[src/hdl/dot_bracket_pair_matcher_unit_macros.svh]
// Assertion macros for the bracket pair matcher.
// Define NO_ASSERTIONS to compile the assertions away.
`ifndef DOT_BRACKET_PAIR_MATCHER_UNIT_MACROS_SVH
`define DOT_BRACKET_PAIR_MATCHER_UNIT_MACROS_SVH

`ifndef NO_ASSERTIONS

// Same-cycle implication.
`define DBPM_ASSERT_IMP(label, clk, rst, ante, cons, msg) \
   label: assert property (@(posedge clk) disable iff (rst) (ante) |-> (cons)) \
      else $error(msg);

// Next-cycle implication.
`define DBPM_ASSERT_NXT(label, clk, rst, ante, cons, msg) \
   label: assert property (@(posedge clk) disable iff (rst) (ante) |=> (cons)) \
      else $error(msg);

`else

`define DBPM_ASSERT_IMP(label, clk, rst, ante, cons, msg)
`define DBPM_ASSERT_NXT(label, clk, rst, ante, cons, msg)

`endif

`endif

[src/hdl/dbpm_ram.sv]
`default_nettype none

module dbpm_ram #(
   parameter int WIDTH = 8,
   parameter int DEPTH = 16
) (
   input  wire logic                     clock,
   input  wire logic                     we,
   input  wire logic [$clog2(DEPTH)-1:0] waddr,
   input  wire logic [WIDTH-1:0]         wdata,
   input  wire logic                     re,
   input  wire logic [$clog2(DEPTH)-1:0] raddr,
   output logic      [WIDTH-1:0]         rdata
);

   logic [WIDTH-1:0] mem [DEPTH];

   always_ff @(posedge clock) begin
      if (we) begin
         mem[waddr] <= wdata;
      end
      if (re) begin
         rdata <= mem[raddr];
      end
   end

endmodule

`default_nettype wire

[config.mk]
export PLATFORM = sky130hd
export DESIGN_NAME = dbpm_ram
export DESIGN_NICKNAME = d
export VERILOG_FILES = /design/src/hdl/dot_bracket_pair_matcher_unit_macros.svh /design/src/hdl/dbpm_ram.sv
export SDC_FILE = /design/constraint.sdc
export NUM_CORES = 1
export LEC_CHECK = 0
export BUFFER_PORTS_ARGS = -buffer_cell sky130_fd_sc_hd__buf_2
export CAP_MARGIN = 20
export CORE_AREA = 2 2 101 103
export CTS_BUF_LIST = sky130_fd_sc_hd__clkbuf_4 sky130_fd_sc_hd__clkbuf_8
export CTS_CLUSTER_DIAMETER = 100
export CTS_CLUSTER_SIZE = 10
export DETAILED_ROUTE_END_ITERATION = 6
export DIE_AREA = 0 0 103 105
export GPL_ROUTABILITY_DRIVEN = 0
export GPL_TIMING_DRIVEN = 0
export HOLD_SLACK_MARGIN = 0.08
export PLACE_DENSITY = 0.71
export SYNTH_ARGS = -nofsm -noshare
export SYNTH_HDL_FRONTEND = slang
export SYNTH_SLANG_ARGS = --single-unit
export TNS_END_PERCENT = 10
[constraint.sdc]
create_clock -name clock -period 2 [get_ports clock]
set_input_delay 0 -clock clock [delete_from_list [all_inputs] [get_ports clock]]
set_output_delay 0 -clock clock [all_outputs]
set_load 0.02 [all_outputs]
Word level (Yosys, flattened, before mapping)
Memories as Yosys holds them, arrays and structs flattened. A register that Yosys moved wholly into a read port is not among the register bits. Index checks and enable logic that the tools add are counted.

Register bits after elaboration: 0. RAM bits: 128. Input bits: 19. Output and inout bits: 8. Word-level logic and storage cells: 3. Memories: 1.

Memories: mem (words 16, bits a word 8, rd ports 1, clocked after Yosys merged registers in 1, write ports 1, RTL line dbpm_ram.sv:16) `logic [WIDTH-1:0] mem [DEPTH];`.

Muxes and demuxes: 2.

Operator list (count): $mux 1 (2).

Longest topological paths before layout
Depth after elaboration: 2. Depth in mapped cells: 5. Mapped depth without buffers: 3.

Worst setup path after synthesis
Ideal clock, no wire load.

Kind: input to register. Start: in waddr[2]. End: mem mem[0][0], enable pin. Library setup time: 0.383 ns. Data arrival time: 1.110 ns. Data required time: 1.617 ns. Path slack: 0.507 ns. Cell stages on the path: 2. Buffers on the path: 0. Cell sequence: or3b_2 -> nor3_1.

RTL lines: start, declared (RTL line dbpm_ram.sv:9) `input wire logic [$clog2(DEPTH)-1:0] waddr,`; end, declared (RTL line dbpm_ram.sv:16).

No word-level cell before the write port.

Worst setup path in the final report
Start: in waddr[1]. End: mem mem[0][2], enable pin.

No word-level cell before the write port.

==> impl_metrics.csv <==
group,metric,value,unit
floorplanning,floorplan.initialDensity,54.23,%
synth,leading_register_cell_type_out_of_synthesis,"edfxtp_1",
synth,ys_top_cells_by_count,"edfxtp_1, mux4_2, a22oi_1",
sta,grt_setup_unrepaired,"no",
sta,skew,0.009391,ns
finish,number_of_diodes_added_for_antenna_fixing,0,
synth,syn_area_per_cell,22.83,sq um
grt,grt_pass1_wl,14650,microns
synth,synthArstFlopShare,0,%
sta,fin_crit_sh,79.56,%
floorplanning,die-height,105,microns
routing,routed_via_density,5.657,
worst_setup_path,required,2.13,ns
sta,setup_slack,0.4088,ns
worst_setup_path,timing.critical_path.from_type,"input pin",
finish,final_cell_count_no_fill,435,
grt,overflow,0,
cts,worstSkewPairLatency,0.43,ns
routing,post_drt_wl_per_cell,22.28,microns
floorplanning,ios,27,
worst_setup_path,setup.worst_path.end_class,"register",
grt,vias_in_the_first_global_route,2520,
synth,synth.ff_latch_count,136,
sta,timing.slew.headroom,43.22,%
worst_setup_path,crit_fanout,7,
grt,groute.usage.overall,20.08,%
finish,finalInstanceArea,6113,sq um
cts,cts_num_sinks,136,
floorplanning,fp.coreArea,9639,sq um
cts,cts_post_setup_buffers_inserted,0,
min_path,hold_path_class,"input pin to register",
power,p_leak,2.047,nW
cts,htree_levels,4,
sta,timing_worst_slew_pin_value,0.8485,ns
placed_design,placed_cells,390,
cts,cts_max_path_buffers,2,
routing,drtAntennaViolNets,0,
cts,cts_tree,"done",
synth,seq_area_frac_synth,78.12,%
run,max-cap-violations,0,
sta,final_max_slew_viol_count,0,
sta,finalWorstPathRequiredPeriod,1.591,ns
run_status,status,"completed",
synth,yosys.area.top_type_share,78.12,%
placed_design,dp_wirelength,6164,microns
routing,vias,2461,
floorplanning,rows,36,
synth,yosys-top-cells-area,"edfxtp_1, mux4_2, mux4_1, a22oi_1, nor2_1",
worst_setup_path,path_class,"input pin to register",
sta,final.setup.tns,0,ns
routing,detail_route.wirelength,9690,microns
synth,synthesized_instance_count,229,
synth,synth_top_cell_by_area,"edfxtp_1",
routing,route.detailed.drc,0,
cts,post_cts.resized_instances,0,
power,power.density_cell_area,987.3,nW/um^2
cts,cts-root-buf,"clkbuf_8",
synth,post_synth_instance_area,5228,sq um
cts,numCtsBuffers,17,
floorplanning,die_width,103,microns
placed_design,dpl_cell_area,5539,sq um
routing,first_pass_iters,4,
worst_setup_path,crit_arrival,1.72,ns
cts,hold_buffers,12,
placed_design,placement.setup.worst_slack,0.2642,ns
finish,nFillCells,670,
placed_design,place.port_buffers,25,
grt,pin_count_of_the_biggest_net_entering_global_routing,17,
finish,layout.nets,308,
power,peakVddDrop,387.3,uV
finish,drive_gt1_share,29.47,%
routing,drt-initial-drc-count,270,
sta,setup_viol,0,
synth,yosysWarnings,0,
synth,postSynthNetCount,248,
sta,max_freq,628.5,MHz
grt,initial_antenna_violation_count,0,
sta,fin_worst_hold_slack,0.1144,ns
floorplanning,design.die.area,10820,sq um
finish,synthToLayoutAreaGrowth,16.95,%
synth,post_synth_num_cell_types,18,
synth,synth_enable_flop_cells,136,
synth,synthMostInstantiatedCell,"edfxtp_1",
cts,clk_transition_reported_paths,0.07,ns
sta,report.final.hold_viol_count,0,
[sequential cells by signal, indices dropped and copies added, names as in the netlist]
register,flops
mem,128
rdata,8
[report_power, final]
group	total (mW)	internal, mW	switching (mW)
clock network	2.48	1.48	1.00
logic	0.330	0.139	0.190
registers	3.22	3.21	0.0137
[cell usage in the layout, fill, tap and decap left out, types with 2 or more instances in the layout]
cell,Yosys,routed
clkdlybuf4s25_2,3,3
mux4_2,18,18
nand2_1,9,9
clkinv_2,0,4
bufinv_16,0,5
mux4_1,14,14
nor3_1,4,4
buf_6,3,3
nand2b_1,2,2
a22oi_1,16,16
nand3b_1,2,2
nor2_1,13,13
clkinvlp_4,0,3
buf_2,3,29
dlygate4sd3_1,0,12
clkbuf_4,0,2
edfxtp_1,136,136
clkbuf_8,0,17
buf_4,1,3
[routing by layer]
layer / GRT usage, % / up-vias / share of wire (%)
li1: - / 1099 / -
met1: 29.05 / 1253 / 41
met2: 29.36 / 94 / 50
met3: 5.686 / 15 / 7.2
met4: 7.707 / 0 / 1.7
met5: 0 / - / 0
[logic make-up (layout without fill, tap and decap cells)]
| logic type | count (synthesis) | after routing | share of synthesized area (%) |
|---|---|---|---|
| simple gates | 35 | 35 | 3.136 |
| flops | 136 | 136 | 78.12 |
| compound gates | 16 | 16 | 2.298 |
| mux | 32 | 32 | 14.79 |
| buf+inv | 10 | 83 | 1.651 |
[worst max-delay path, stage by stage]
cell           delay [ns]
dlygate4sd3_1        0.53
buf_2                0.17
nor3_1               0.33
dlygate4sd3_1        0.69
[through the flow]
step	power [mW]	utilization (%)
final	6.035	63.42
after floorplan	3.463	-
after global routing	6.223	63.42
after detailed placement	3.601	57.46
after global placement	3.584	57.26
after CTS	6.076	63.34
[final timing paths]
path              startpoint         to  slack (ns)  cells after the start
hold reg to reg   mem[10][7]   rdata[7]        0.77                      3
setup reg to reg   mem[7][7]   rdata[7]        0.49                      3
setup / recovery    waddr[1]  mem[0][2]        0.41                      4
hold / removal      waddr[2]  mem[4][2]        0.11                      3
[area by class of cell]
type | instances | area (sq um) | area share, %
Multi-Input combinational cell | 83 | 1057 | 17.29
Clock buffer | 18 | 241.5 | 3.950
Clock inverter | 14 | 205.2 | 3.357
Tap cell | 133 | 166.4 | 2.722
Sequential cell | 136 | 4084 | 66.80
Buffer | 10 | 86.33 | 1.412
Timing Repair Buffer | 41 | 272.8 | 4.462
(Power assumes the default switching activity.)
